==> config.mk <==
export PLATFORM = sky130hd
export DESIGN_NAME = der_tlv_header_parser_core
export DESIGN_NICKNAME = d
export VERILOG_FILES = /design/src/rtl/core/dtlv_pkg.sv /design/src/rtl/core/der_tlv_header_parser_core.sv /design/src/rtl/core/dtlv_front.sv /design/src/rtl/core/dtlv_queue.sv /design/src/rtl/core/dtlv_back.sv
export SDC_FILE = /design/constraint.sdc
export NUM_CORES = 1
export LEC_CHECK = 0
export ABC_AREA = 1
export BUFFER_PORTS_ARGS = -buffer_cell sky130_fd_sc_hd__buf_2
export CAP_MARGIN = 20
export CORE_ASPECT_RATIO = 1.2
export CORE_MARGIN = 2
export CORE_UTILIZATION = 52
export CTS_BUF_LIST = sky130_fd_sc_hd__clkbuf_2
export DETAILED_ROUTE_END_ITERATION = 10
export PLACE_DENSITY = 0.71
export SYNTH_ARGS = -nofsm -noshare
export SYNTH_HDL_FRONTEND = slang
export SYNTH_HIERARCHICAL = 1
export SYNTH_SLANG_ARGS = --single-unit
==> constraint.sdc <==
create_clock -name clk -period 7.85 [get_ports clk]
set_clock_uncertainty 0.2 [all_clocks]
set_input_delay 1.57 -clock clk [delete_from_list [all_inputs] [get_ports clk]]
set_output_delay 1.57 -clock clk [all_outputs]
set_load 0.03 [all_outputs]
==> src/rtl/core/dtlv_pkg.sv <==
// Shared types and constants for the DER tag-length header parser.
// Used by dtlv_front, dtlv_queue, dtlv_back and der_tlv_header_parser_core.
package dtlv_pkg;

  typedef enum logic [2:0] {
    ST_OK         = 3'd0,
    ST_BUF_SHORT  = 3'd1,
    ST_BAD_FORM   = 3'd2,
    ST_LEN_PAST   = 3'd3,
    ST_LEAD_ZERO  = 3'd4,
    ST_SHORT_REQ  = 3'd5,
    ST_BODY_PAST  = 3'd6
  } status_t;

  typedef struct packed {
    logic [7:0]  tag_byte;
    logic [31:0] content_length;
    logic [2:0]  head_len;
    status_t     status;
  } result_t;

  localparam logic [7:0] TAG_CONS_MASK  = 8'h20;
  localparam logic [7:0] LEN_LONG_MASK  = 8'h80;
  localparam logic [6:0] LEN_COUNT_MASK = 7'h7F;
  localparam logic [31:0] SHORT_LIMIT   = 32'd128;
  localparam logic [2:0] TAG_LEN_HDR    = 3'd2;
  localparam int unsigned QDEPTH        = 2;
  localparam int unsigned QPTR_W        = 1;
  localparam int unsigned QCNT_W        = 2;

endpackage

==> src/rtl/core/der_tlv_header_parser_core.sv <==
// DER tag-length header parser, top level. Uses dtlv_front, dtlv_queue, dtlv_back, dtlv_pkg.
// Throughput: one buffer word per cycle while the two-entry result queue has room.
// Each result is written into the queue on the edge that accepts the word settling it,
// then loaded into the output register once the output stage is empty or being popped.
// Reset: synchronous on rst_n low; phase idle, queue and output stage empty.
module der_tlv_header_parser_core #(
  parameter int unsigned MAX_LEN_OCTETS = 4
) (
  input  logic        clk,
  input  logic        rst_n,
  input  logic        in_push,
  output logic        in_full,
  input  logic [7:0]  in_data_byte,
  input  logic        in_start_req,
  input  logic [31:0] in_available_bytes,
  output logic        out_empty,
  input  logic        out_pop,
  output logic [7:0]  out_tag_byte,
  output logic        out_constructed,
  output logic [31:0] out_content_length,
  output logic [2:0]  out_head_len,
  output logic [2:0]  out_status
);

  logic                               accept;
  logic                               res_push;
  dtlv_pkg::result_t                  res_data;
  logic                               q_pop;
  logic                               q_valid;
  dtlv_pkg::result_t                  q_head;
  logic [dtlv_pkg::QCNT_W-1:0]        q_count;

  assign accept = in_push & ~in_full;

  dtlv_front #(
    .MAX_LEN_OCTETS(MAX_LEN_OCTETS)
  ) u_front (
    .clk            (clk),
    .rst_n          (rst_n),
    .accept         (accept),
    .data_byte      (in_data_byte),
    .start_req      (in_start_req),
    .available_bytes(in_available_bytes),
    .res_push       (res_push),
    .res_data       (res_data)
  );

  dtlv_queue u_queue (
    .clk      (clk),
    .rst_n    (rst_n),
    .push     (res_push),
    .push_data(res_data),
    .pop      (q_pop),
    .full     (in_full),
    .valid    (q_valid),
    .head     (q_head),
    .count    (q_count)
  );

  dtlv_back u_back (
    .clk               (clk),
    .rst_n             (rst_n),
    .q_valid           (q_valid),
    .q_head            (q_head),
    .q_pop             (q_pop),
    .out_pop           (out_pop),
    .out_empty         (out_empty),
    .out_tag_byte      (out_tag_byte),
    .out_constructed   (out_constructed),
    .out_content_length(out_content_length),
    .out_head_len      (out_head_len),
    .out_status        (out_status)
  );

`ifndef SYNTHESIS
  a_short_buf_queued: assert property (@(posedge clk) disable iff (!rst_n)
    (accept && in_start_req && in_available_bytes < 32'd2) |=> (q_count != '0))
    else $error("short buffer word did not queue a result");

  a_error_zeroed: assert property (@(posedge clk) disable iff (!rst_n)
    (!out_empty && out_status != dtlv_pkg::ST_OK) |->
      (out_tag_byte == 8'd0 && !out_constructed && out_content_length == 32'd0 &&
       out_head_len == 3'd0))
    else $error("error result carries header fields");

  a_ok_hdr_len: assert property (@(posedge clk) disable iff (!rst_n)
    (!out_empty && out_status == dtlv_pkg::ST_OK) |->
      (out_head_len >= 3'd2 && 32'(out_head_len) <= 32'(MAX_LEN_OCTETS + 2)))
    else $error("header length out of range");
`endif

endmodule

==> src/rtl/core/dtlv_front.sv <==
// Front end: accepts buffer words, tracks the header phase and builds result records.
// Depends on dtlv_pkg.
module dtlv_front #(
  parameter int unsigned MAX_LEN_OCTETS = 4
) (
  input  logic              clk,
  input  logic              rst_n,
  input  logic              accept,
  input  logic [7:0]        data_byte,
  input  logic              start_req,
  input  logic [31:0]       available_bytes,
  output logic              res_push,
  output dtlv_pkg::result_t res_data
);

  typedef enum logic [1:0] {
    PH_IDLE = 2'd0,
    PH_LEN  = 2'd1,
    PH_LONG = 2'd2,
    PH_SKIP = 2'd3
  } phase_t;

  phase_t      phase_r, phase_nxt;
  logic [7:0]  tag_r, tag_nxt;
  logic [31:0] size_r, size_nxt;
  logic [31:0] acc_r, acc_nxt;
  logic [2:0]  tot_r, tot_nxt;
  logic [2:0]  left_r, left_nxt;

  logic [31:0] acc_shift;
  logic [6:0]  n_oct;
  logic [31:0] fin_len;
  logic [2:0]  fin_hdr;
  logic [32:0] fin_sum;
  logic        fin_past;
  logic        emit;
  dtlv_pkg::status_t st;

  always_comb begin
    acc_shift = {acc_r[23:0], data_byte};
    n_oct     = data_byte[6:0] & dtlv_pkg::LEN_COUNT_MASK;
    fin_len   = (phase_r == PH_LEN) ? {24'd0, data_byte} : acc_shift;
    fin_hdr   = (phase_r == PH_LEN) ? dtlv_pkg::TAG_LEN_HDR : dtlv_pkg::TAG_LEN_HDR + tot_r;
    fin_sum   = {1'b0, fin_len} + {30'd0, fin_hdr};
    fin_past  = fin_sum > {1'b0, size_r};
  end

  always_comb begin
    phase_nxt = phase_r;
    tag_nxt   = tag_r;
    size_nxt  = size_r;
    acc_nxt   = acc_r;
    tot_nxt   = tot_r;
    left_nxt  = left_r;
    emit      = 1'b0;
    st        = dtlv_pkg::ST_OK;
    if (start_req) begin
      tag_nxt  = data_byte;
      size_nxt = available_bytes;
      acc_nxt  = '0;
      tot_nxt  = '0;
      left_nxt = '0;
      if (available_bytes < 32'd2) begin
        emit      = 1'b1;
        st        = dtlv_pkg::ST_BUF_SHORT;
        phase_nxt = PH_SKIP;
      end else begin
        phase_nxt = PH_LEN;
      end
    end else begin
      case (phase_r)
        PH_LEN: begin
          emit      = 1'b1;
          phase_nxt = PH_SKIP;
          if ((data_byte & dtlv_pkg::LEN_LONG_MASK) == 8'd0) begin
            st = fin_past ? dtlv_pkg::ST_BODY_PAST : dtlv_pkg::ST_OK;
          end else if (n_oct == 7'd0 || n_oct > 7'(MAX_LEN_OCTETS)) begin
            st = dtlv_pkg::ST_BAD_FORM;
          end else if (size_r < (32'(n_oct) + 32'd2)) begin
            st = dtlv_pkg::ST_LEN_PAST;
          end else begin
            emit      = 1'b0;
            tot_nxt   = n_oct[2:0];
            left_nxt  = n_oct[2:0];
            acc_nxt   = '0;
            phase_nxt = PH_LONG;
          end
        end
        PH_LONG: begin
          if (left_r == tot_r && data_byte == 8'd0) begin
            emit      = 1'b1;
            st        = dtlv_pkg::ST_LEAD_ZERO;
            phase_nxt = PH_SKIP;
          end else begin
            acc_nxt  = acc_shift;
            left_nxt = left_r - 3'd1;
            if (left_r == 3'd1) begin
              emit      = 1'b1;
              phase_nxt = PH_SKIP;
              if (acc_shift < dtlv_pkg::SHORT_LIMIT) begin
                st = dtlv_pkg::ST_SHORT_REQ;
              end else begin
                st = fin_past ? dtlv_pkg::ST_BODY_PAST : dtlv_pkg::ST_OK;
              end
            end
          end
        end
        default: begin
        end
      endcase
    end
  end

  always_ff @(posedge clk) begin
    if (!rst_n) begin
      phase_r <= PH_IDLE;
      tag_r   <= '0;
      size_r  <= '0;
      acc_r   <= '0;
      tot_r   <= '0;
      left_r  <= '0;
    end else if (accept) begin
      phase_r <= phase_nxt;
      tag_r   <= tag_nxt;
      size_r  <= size_nxt;
      acc_r   <= acc_nxt;
      tot_r   <= tot_nxt;
      left_r  <= left_nxt;
    end
  end

  assign res_push = accept & emit;

  always_comb begin
    res_data.tag_byte       = tag_nxt;
    res_data.content_length = fin_len;
    res_data.head_len       = fin_hdr;
    res_data.status         = st;
  end

endmodule

==> src/rtl/core/dtlv_queue.sv <==
// Short result queue between the front end and the output stage.
// Depends on dtlv_pkg.
module dtlv_queue (
  input  logic                       clk,
  input  logic                       rst_n,
  input  logic                       push,
  input  dtlv_pkg::result_t          push_data,
  input  logic                       pop,
  output logic                       full,
  output logic                       valid,
  output dtlv_pkg::result_t          head,
  output logic [dtlv_pkg::QCNT_W-1:0] count
);

  dtlv_pkg::result_t                mem_r [dtlv_pkg::QDEPTH];
  logic [dtlv_pkg::QPTR_W-1:0]      wr_r, wr_nxt;
  logic [dtlv_pkg::QPTR_W-1:0]      rd_r, rd_nxt;
  logic [dtlv_pkg::QCNT_W-1:0]      cnt_r, cnt_nxt;

  function automatic logic [dtlv_pkg::QCNT_W-1:0] QCNT_INC(input logic b);
    QCNT_INC = {{(dtlv_pkg::QCNT_W-1){1'b0}}, b};
  endfunction

  assign full  = cnt_r == dtlv_pkg::QCNT_W'(dtlv_pkg::QDEPTH);
  assign valid = cnt_r != '0;
  assign head  = mem_r[rd_r];
  assign count = cnt_r;

  always_comb begin
    wr_nxt  = push ? wr_r + 1'b1 : wr_r;
    rd_nxt  = pop ? rd_r + 1'b1 : rd_r;
    cnt_nxt = cnt_r + QCNT_INC(push) - QCNT_INC(pop);
  end

  always_ff @(posedge clk) begin
    if (push) begin
      mem_r[wr_r] <= push_data;
    end
  end

  always_ff @(posedge clk) begin
    if (!rst_n) begin
      wr_r  <= '0;
      rd_r  <= '0;
      cnt_r <= '0;
    end else begin
      wr_r  <= wr_nxt;
      rd_r  <= rd_nxt;
      cnt_r <= cnt_nxt;
    end
  end

endmodule

==> src/rtl/core/dtlv_back.sv <==
// Output stage: takes queued records, formats the result word and holds it until popped.
// Depends on dtlv_pkg.
module dtlv_back (
  input  logic              clk,
  input  logic              rst_n,
  input  logic              q_valid,
  input  dtlv_pkg::result_t q_head,
  output logic              q_pop,
  input  logic              out_pop,
  output logic              out_empty,
  output logic [7:0]        out_tag_byte,
  output logic              out_constructed,
  output logic [31:0]       out_content_length,
  output logic [2:0]        out_head_len,
  output logic [2:0]        out_status
);

  logic        valid_r, valid_nxt;
  logic [7:0]  tag_r, tag_nxt;
  logic        cons_r, cons_nxt;
  logic [31:0] len_r, len_nxt;
  logic [2:0]  hdr_r, hdr_nxt;
  logic [2:0]  st_r, st_nxt;
  logic        ok;

  assign q_pop = q_valid & (~valid_r | out_pop);
  assign ok    = q_head.status == dtlv_pkg::ST_OK;

  always_comb begin
    valid_nxt = q_pop | (valid_r & ~out_pop);
    tag_nxt   = ok ? q_head.tag_byte : 8'd0;
    cons_nxt  = ok & ((q_head.tag_byte & dtlv_pkg::TAG_CONS_MASK) != 8'd0);
    len_nxt   = ok ? q_head.content_length : 32'd0;
    hdr_nxt   = ok ? q_head.head_len : 3'd0;
    st_nxt    = q_head.status;
  end

  always_ff @(posedge clk) begin
    if (!rst_n) begin
      valid_r <= 1'b0;
    end else begin
      valid_r <= valid_nxt;
    end
  end

  always_ff @(posedge clk) begin
    if (q_pop) begin
      tag_r  <= tag_nxt;
      cons_r <= cons_nxt;
      len_r  <= len_nxt;
      hdr_r  <= hdr_nxt;
      st_r   <= st_nxt;
    end
  end

  assign out_empty          = ~valid_r;
  assign out_tag_byte       = tag_r;
  assign out_constructed    = cons_r;
  assign out_content_length = len_r;
  assign out_head_len       = hdr_r;
  assign out_status         = st_r;

endmodule
======== After elaboration in Yosys (flattened, before gate mapping) ========
Memories as Yosys holds them, arrays and structs flattened. A register that Yosys moved wholly into a read port is not among the register bits.
Index checks and enable logic that the tools add are counted.
storage, ports and cells
  bits in registers ....................... 124
  bits in latches ......................... 0
  bits in writable memories ............... 92
  bits in read-only memories .............. 0
  input port bits ......................... 45
  output and inout bits ................... 49
  memories ................................ 1
memories
  memory         words  bits a word  rd ports  clocked after memory_dff  write ports  RTL line          source
  u_queue.mem_r  2      46           1         1                         1            dtlv_queue.sv:15  dtlv_pkg::result_t mem_r [dtlv_pkg::QDEPTH];
operators by class
  add/sub/neg operators ................... 8
  multipliers ............................. 0
  div/mod/pow operators ................... 0
  $lt $le $gt $ge ......................... 5
  equality and inequality tests ........... 13
  shift operators ......................... 0
  multiplexer cells ....................... 47
  bitwise logic cells ..................... 10
  reduce and logical (&&, ||, !) cells .... 13
operators by type and width
  operator                                                     number
  two-way mux 24 bit                                           5
  one-hot mux 24 bit (2 select lines)                          1
  two-way mux 3 bit                                            15
  adder 32 x 3 -> 33 bit                                       1
  > comparator 33 x 32 -> 1 bit                                1
  less-than comparator 32 x 2 -> 1 bit, second input constant  1
  less-than comparator 32 bit                                  1
  less-than comparator 32 x 8 -> 1 bit, second input constant  1
  two-way mux 32 bit                                           1
  logical NOT 8 bit                                            2
  two-way mux 2 bit                                            7
  two-way mux 1 bit                                            13
  != test 3 bit, second input constant                         4
  one-hot mux 3 bit (2 select lines)                           2
  adder 7 x 2 -> 8 bit, second input constant                  1
  two-way mux 8 bit                                            1
  > comparator 7 x 3 -> 1 bit, second input constant           1
  logical NOT 7 bit                                            1
  != test 2 bit, second input constant                         3
  AND reduction 6 bit                                          1
  AND 1 bit                                                    5
  AND reduction 5 bit                                          1
  == test 2 bit, second input constant                         2
  != test 4 x 2 -> 1 bit, second input constant                1
  19 further kinds                                             24

======== Longest topological paths before layout ========
  word-level depth ........................ 10
  gate-level depth with buffers ........... 31
  depth with buffers taken out ............ 29

======== Modules after synthesis ========
The synthesis kept the hierarchy.
modules (own cells, without submodules)
  module                      instances  cells an instance  area each (sq um)
  dtlv_front                  1          860                5625.4
  dtlv_queue                  1          176                3747.3
  dtlv_back                   1          149                1860.5
  der_tlv_header_parser_core  1          2                  10.0

======== Least setup slack after synthesis ========
Ideal clock, no wire load.
  kind .................................... input port to flip-flop
  from .................................... input in_data_byte[5]
  to ...................................... memory u_queue/mem_r[0][0] (netlist bit) (enable)
  setup time .............................. 0.449 ns
  arrival time ............................ 5.368 ns
  required time ........................... 7.201 ns
  path slack .............................. 1.833 ns
  cell stages on the path ................. 18
  buffers on the path ..................... 1
  cells stage by stage .................... buf_4 inv_1 nor3_1 xor2_1 ha_1 nand2_1 inv_1 a21oi_1 nand2_1 nor2_1 nand2_1 nand2_1 nand2_1 nand2_1 nand2_1 a21oi_1 inv_1 nor2_1
on the way
  word-level cells in the longest chain between the ends .. 10
  elaborated cells on any way between the ends .. 16
RTL lines
  what                                       RTL line                          source
  start: declaration                         der_tlv_header_parser_core.sv:13  input logic [7:0] in_data_byte,
  adder 7 x 2 -> 8 bit                       dtlv_front.sv:79                  end else if (size_r < (32'(n_oct) + 32'd2)) begin
  less-than comparator 32 bit                dtlv_front.sv:79
  two-way mux 1 bit                          dtlv_front.sv:79
  two-way mux 1 bit                          dtlv_front.sv:77                  end else if (n_oct == 7'd0 || n_oct > 7'(MAX_LEN_OCTETS)) begin
  two-way mux 1 bit                          dtlv_front.sv:75                  if ((data_byte & dtlv_pkg::LEN_LONG_MASK) == 8'd0) begin
  one-hot mux 1 bit (2 select lines) *       dtlv_front.sv:71                  case (phase_r)
  two-way mux 1 bit *                        dtlv_front.sv:57                  if (start_req) begin
  AND 1 bit *                                dtlv_front.sv:132                 assign res_push = accept & emit;
  named net res_push                         der_tlv_header_parser_core.sv:26  logic res_push;
  two-way mux 1 bit *                        dtlv_queue.sv:36                  if (push) begin
  two-way mux 1 bit (implied by the code) *  dtlv_queue.sv:37                  mem_r[wr_r] <= push_data;
  end: declaration                           dtlv_queue.sv:15
The timed path passes the listed nets; every way through them passes the cells marked *.

==> impl_metrics.json <==
{
  "wl_microns": 22920,
  "synth_seq_cells": 217,
  "drive_gt1_frac": 0.2054,
  "hold_end": "u_front/size_r[14]",
  "grt_pass1_vias": 7834,
  "critical_path_required_ns": 8.28,
  "synthesis.area_sq_mm": 0.01124,
  "reg2reg_to": "u_queue/mem_r[0][1]",
  "die_w_microns": 138.2,
  "synth_compound_area_frac": 0.06243,
  "yosysUniqueCellTypes": 45,
  "ys_async_sr_fraction": 0,
  "cts_sinks": 217,
  "period_needed_ns": 4.698,
  "drtAntennaViolNets": 0,
  "peakVddDrop_mv": 0.2842,
  "grt_pass1_wl_microns": 37740,
  "grt_setup_unrepaired": "false",
  "drv_cap": 0,
  "antenna_found_initial": 1,
  "syn_nets": 1282,
  "synth_top_family_by_area": "simple AND/OR/NAND/NOR gates",
  "drc": 0,
  "hold_viol": 0,
  "synth_area_per_cell_sq_um": 9.472,
  "power_mw": 3.625,
  "io_pins": 94,
  "hold_ws_ns": 0.2866,
  "ctsHoldBuffers": 0,
  "first_pass_iters": 5,
  "p_per_area_mw_per_mm2": 294.9,
  "ys.flop_type": "edfxtp_1",
  "ys_warn_count": 6,
  "initial_utilization": 0.5324,
  "synth_seq_area_share": 0.5101,
  "final_cells": 1605,
  "wl_per_cell_microns": 14.28,
  "min_path_type": "register to register",
  "muxShareOfSynthArea": 0.05943,
  "die_h_microns": 165.1,
  "yosysTopAreaCell": "edfxtp_1",
  "synth.most_common_cell": "nor2_1",
  "nFillCells": 1904,
  "dieArea_sq_mm": 0.02282,
  "nets": 1387,
  "r2r_cells": 27,
  "synth_xor_area_frac": 0.02882,
  "area_growth_pct": 9.326,
  "worstSetupPathType": "register to register",
  "post_cts_buffers": 0,
  "clockBufferDepth": 3,
  "grt_max_degree": 71,
  "crit_path_max_fanout": 26,
  "synth_area_leaders": "edfxtp_1, dfxtp_1, nor2_1",
  "cp.arrival_ns": 5.13,
  "totalNegativeSetupSlack_ns": 0,
  "port_buffers": 93,
  "leakagePower_nw": 5.634,
  "crit_path_end_kind": "register",
  "synth_edf_count": 139,
  "htreeDepth": 2,
  "cts_resized": 0,
  "core_area_sq_mm": 0.02112,
  "ys_top_cells_by_count": "nor2_1, nand2_1, inv_1, edfxtp_1, dfxtp_1",
  "grt_use_total": 0.2040,
  "min_from": "u_front/size_r[14]",
  "status": "complete, no violations",
  "vias": 8156,
  "first_iter_violations": 485,
  "synth_top_area_frac": 0.3712,
  "place_inst": 1508,
  "num_rows": 58,
  "max-slew-margin-rel": 0.4416,
  "whs_path_depth": 2,
  "r2r_slack_ns": 3.15,
  "fin_crit_sh": 0.5985,
  "synth-adder-area-share": 0.05631,
  "clk_latency_ns": 0.83,
  "root_buffer": "clkbuf_2",
  "viasPerCell": 5.082,
  "syn_inst": 1187,
  "yosys.area_share.simple": 0.1906,
  "cts_tree": "yes",
  "worstSetupStartpoint": "u_front/phase_r[1]",
  "r2r-start": "u_front/phase_r[1]",
  "utilization": 0.5821,
  "gp_congestion": 0.9296,
  "path_clk_slew_ns": 0.09,
  "cts_made_buffers": 51,
  "clock.fmax_mhz": 212.8,
  "grt-ovfl-total": 0,
  "worst_pin_slew_ns": 0.8366,
  "crit_path_start_kind": "register",
  "dp_hpwl_microns": 16480,
  "setup_viol_count_final": 0,
  "slew_viol_final": 0
}
[final cells by class]
type	count	area, sq um	share of cell area
antenna	1	2.502	0.0002036
clock buffer	78	390.4	0.03176
clock inverter	17	126.4	0.01028
inverter	174	660.6	0.05375
multi-input combinational	747	4492	0.3654
sequential	217	5737	0.4667
tap	270	337.8	0.02748
timing repair buffer	101	545.5	0.04438
[metrics by stage]
stage / setup WS (ns) / instance area [sq um]
after global placement: 2.276 / 11750
after detailed placement: 2.165 / 11750
final: 3.152 / 12290
after floorplan: 1.833 / 11240
after CTS: 3.039 / 12260
after global routing: 2.714 / 12290
[worst max-delay path: stages, from the launching register on]
cell and delay, ns:
dfxtp_1 0.35, inv_1 0.06, ha_1 0.18, buf_4 0.24, inv_4 0.22, o21ai_0 0.12, a21oi_1 0.26, ha_1 0.26
nand3_1 0.09, nand3_1 0.15, nand2_1 0.19, inv_1 0.09, nand2_1 0.10, inv_1 0.14, nand4_1 0.14, nor2_1 0.15
xor2_1 0.19, inv_1 0.07, ha_1 0.27, nand2_1 0.06, nor2_1 0.10, and3_1 0.20, nand2_1 0.07, a21oi_1 0.12
nand2_1 0.06, nand3_1 0.06, nand2_1 0.13, a21oi_1 0.23
[logic make-up after synthesis]
| logic type | count (synthesis) |
|---|---|
| AND/OR/NAND/NOR | 485 |
| buffers and inverters | 223 |
| flip-flops | 217 |
| AO/OA/AOI/OAI | 129 |
| adder cells (fa/ha/maj) | 50 |
| multiplexers | 46 |
| XOR/XNOR | 37 |
[power by group]
| group | leakage [nW] | switching, mW | total [mW] | internal [mW] |
|---|---|---|---|---|
| Sequential | 1.94 | 0.0702 | 1.53 | 1.46 |
| Clock | 0.379 | 0.439 | 0.772 | 0.333 |
| Combinational | 3.31 | 0.883 | 1.32 | 0.437 |
[layer usage]
| layer | part of all wire | wire [microns] | GRT usage | vias up |
|---|---|---|---|---|
| met1 | 0.45 | 10250 | 0.2598 | 3754 |
| met5 | 0 | 0 | 0 | - |
| met3 | 0.059 | 1348 | 0.03922 | 54 |
| met4 | 0.032 | 727 | 0.09045 | 0 |
| li1 | - | - | - | 4137 |
| met2 | 0.46 | 10590 | 0.3420 | 211 |
[registers in the layout (all words and copies together) (netlist names), 2 cells and up, named ones only]
name	flops
u_back/out_content_length	32
u_back/out_head_len	3
u_back/out_status	3
u_back/out_tag_byte	8
u_front/acc_r	24
u_front/left_r	3
u_front/phase_r	2
u_front/size_r	32
u_front/tag_r	8
u_front/tot_r	3
u_queue/count	2
u_queue/mem_r	92
[layout by cell type, fill, tap and decap left out, types with 4 or more instances in the layout]
| cell | netlist | routed |
|---|---|---|
| nor4_1 | 9 | 9 |
| nor2_4 | 4 | 5 |
| nor3_1 | 15 | 15 |
| inv_2 | 6 | 6 |
| ha_1 | 49 | 49 |
| clkbuf_2 | 0 | 78 |
| dfxtp_1 | 78 | 77 |
| nor3_2 | 4 | 4 |
| buf_2 | 6 | 93 |
| nand4_1 | 23 | 23 |
| edfxtp_1 | 139 | 139 |
| a211oi_1 | 8 | 8 |
| nor2_1 | 199 | 198 |
| mux2_4 | 40 | 40 |
| mux2_2 | 6 | 6 |
| inv_1 | 162 | 162 |
| nand3_1 | 32 | 32 |
| o21ai_0 | 49 | 49 |
| buf_4 | 12 | 7 |
| a21oi_1 | 57 | 56 |
| nor2_2 | 9 | 9 |
| nand2_2 | 3 | 4 |
| clkinv_1 | 3 | 15 |
| xor2_1 | 24 | 24 |
| xnor2_1 | 13 | 13 |
| nand2_1 | 177 | 176 |
[how the worst max path moves through the flow]
| stage | to | slack [ns] | depth (start not counted) |
|---|---|---|---|
| floorplan | u_queue/mem_r[0][0] | 1.83 | 18 |
| global placement | u_queue/mem_r[1][10] | 2.28 | 19 |
| detailed placement | u_queue/mem_r[1][12] | 2.16 | 19 |
| CTS | u_queue/mem_r[1][10] | 3.04 | 19 |
| global route | u_queue/mem_r[0][1] | 2.71 | 26 |
| finish | u_queue/mem_r[0][1] | 3.15 | 27 |
Note: power is estimated with default switching activity, not from simulation.
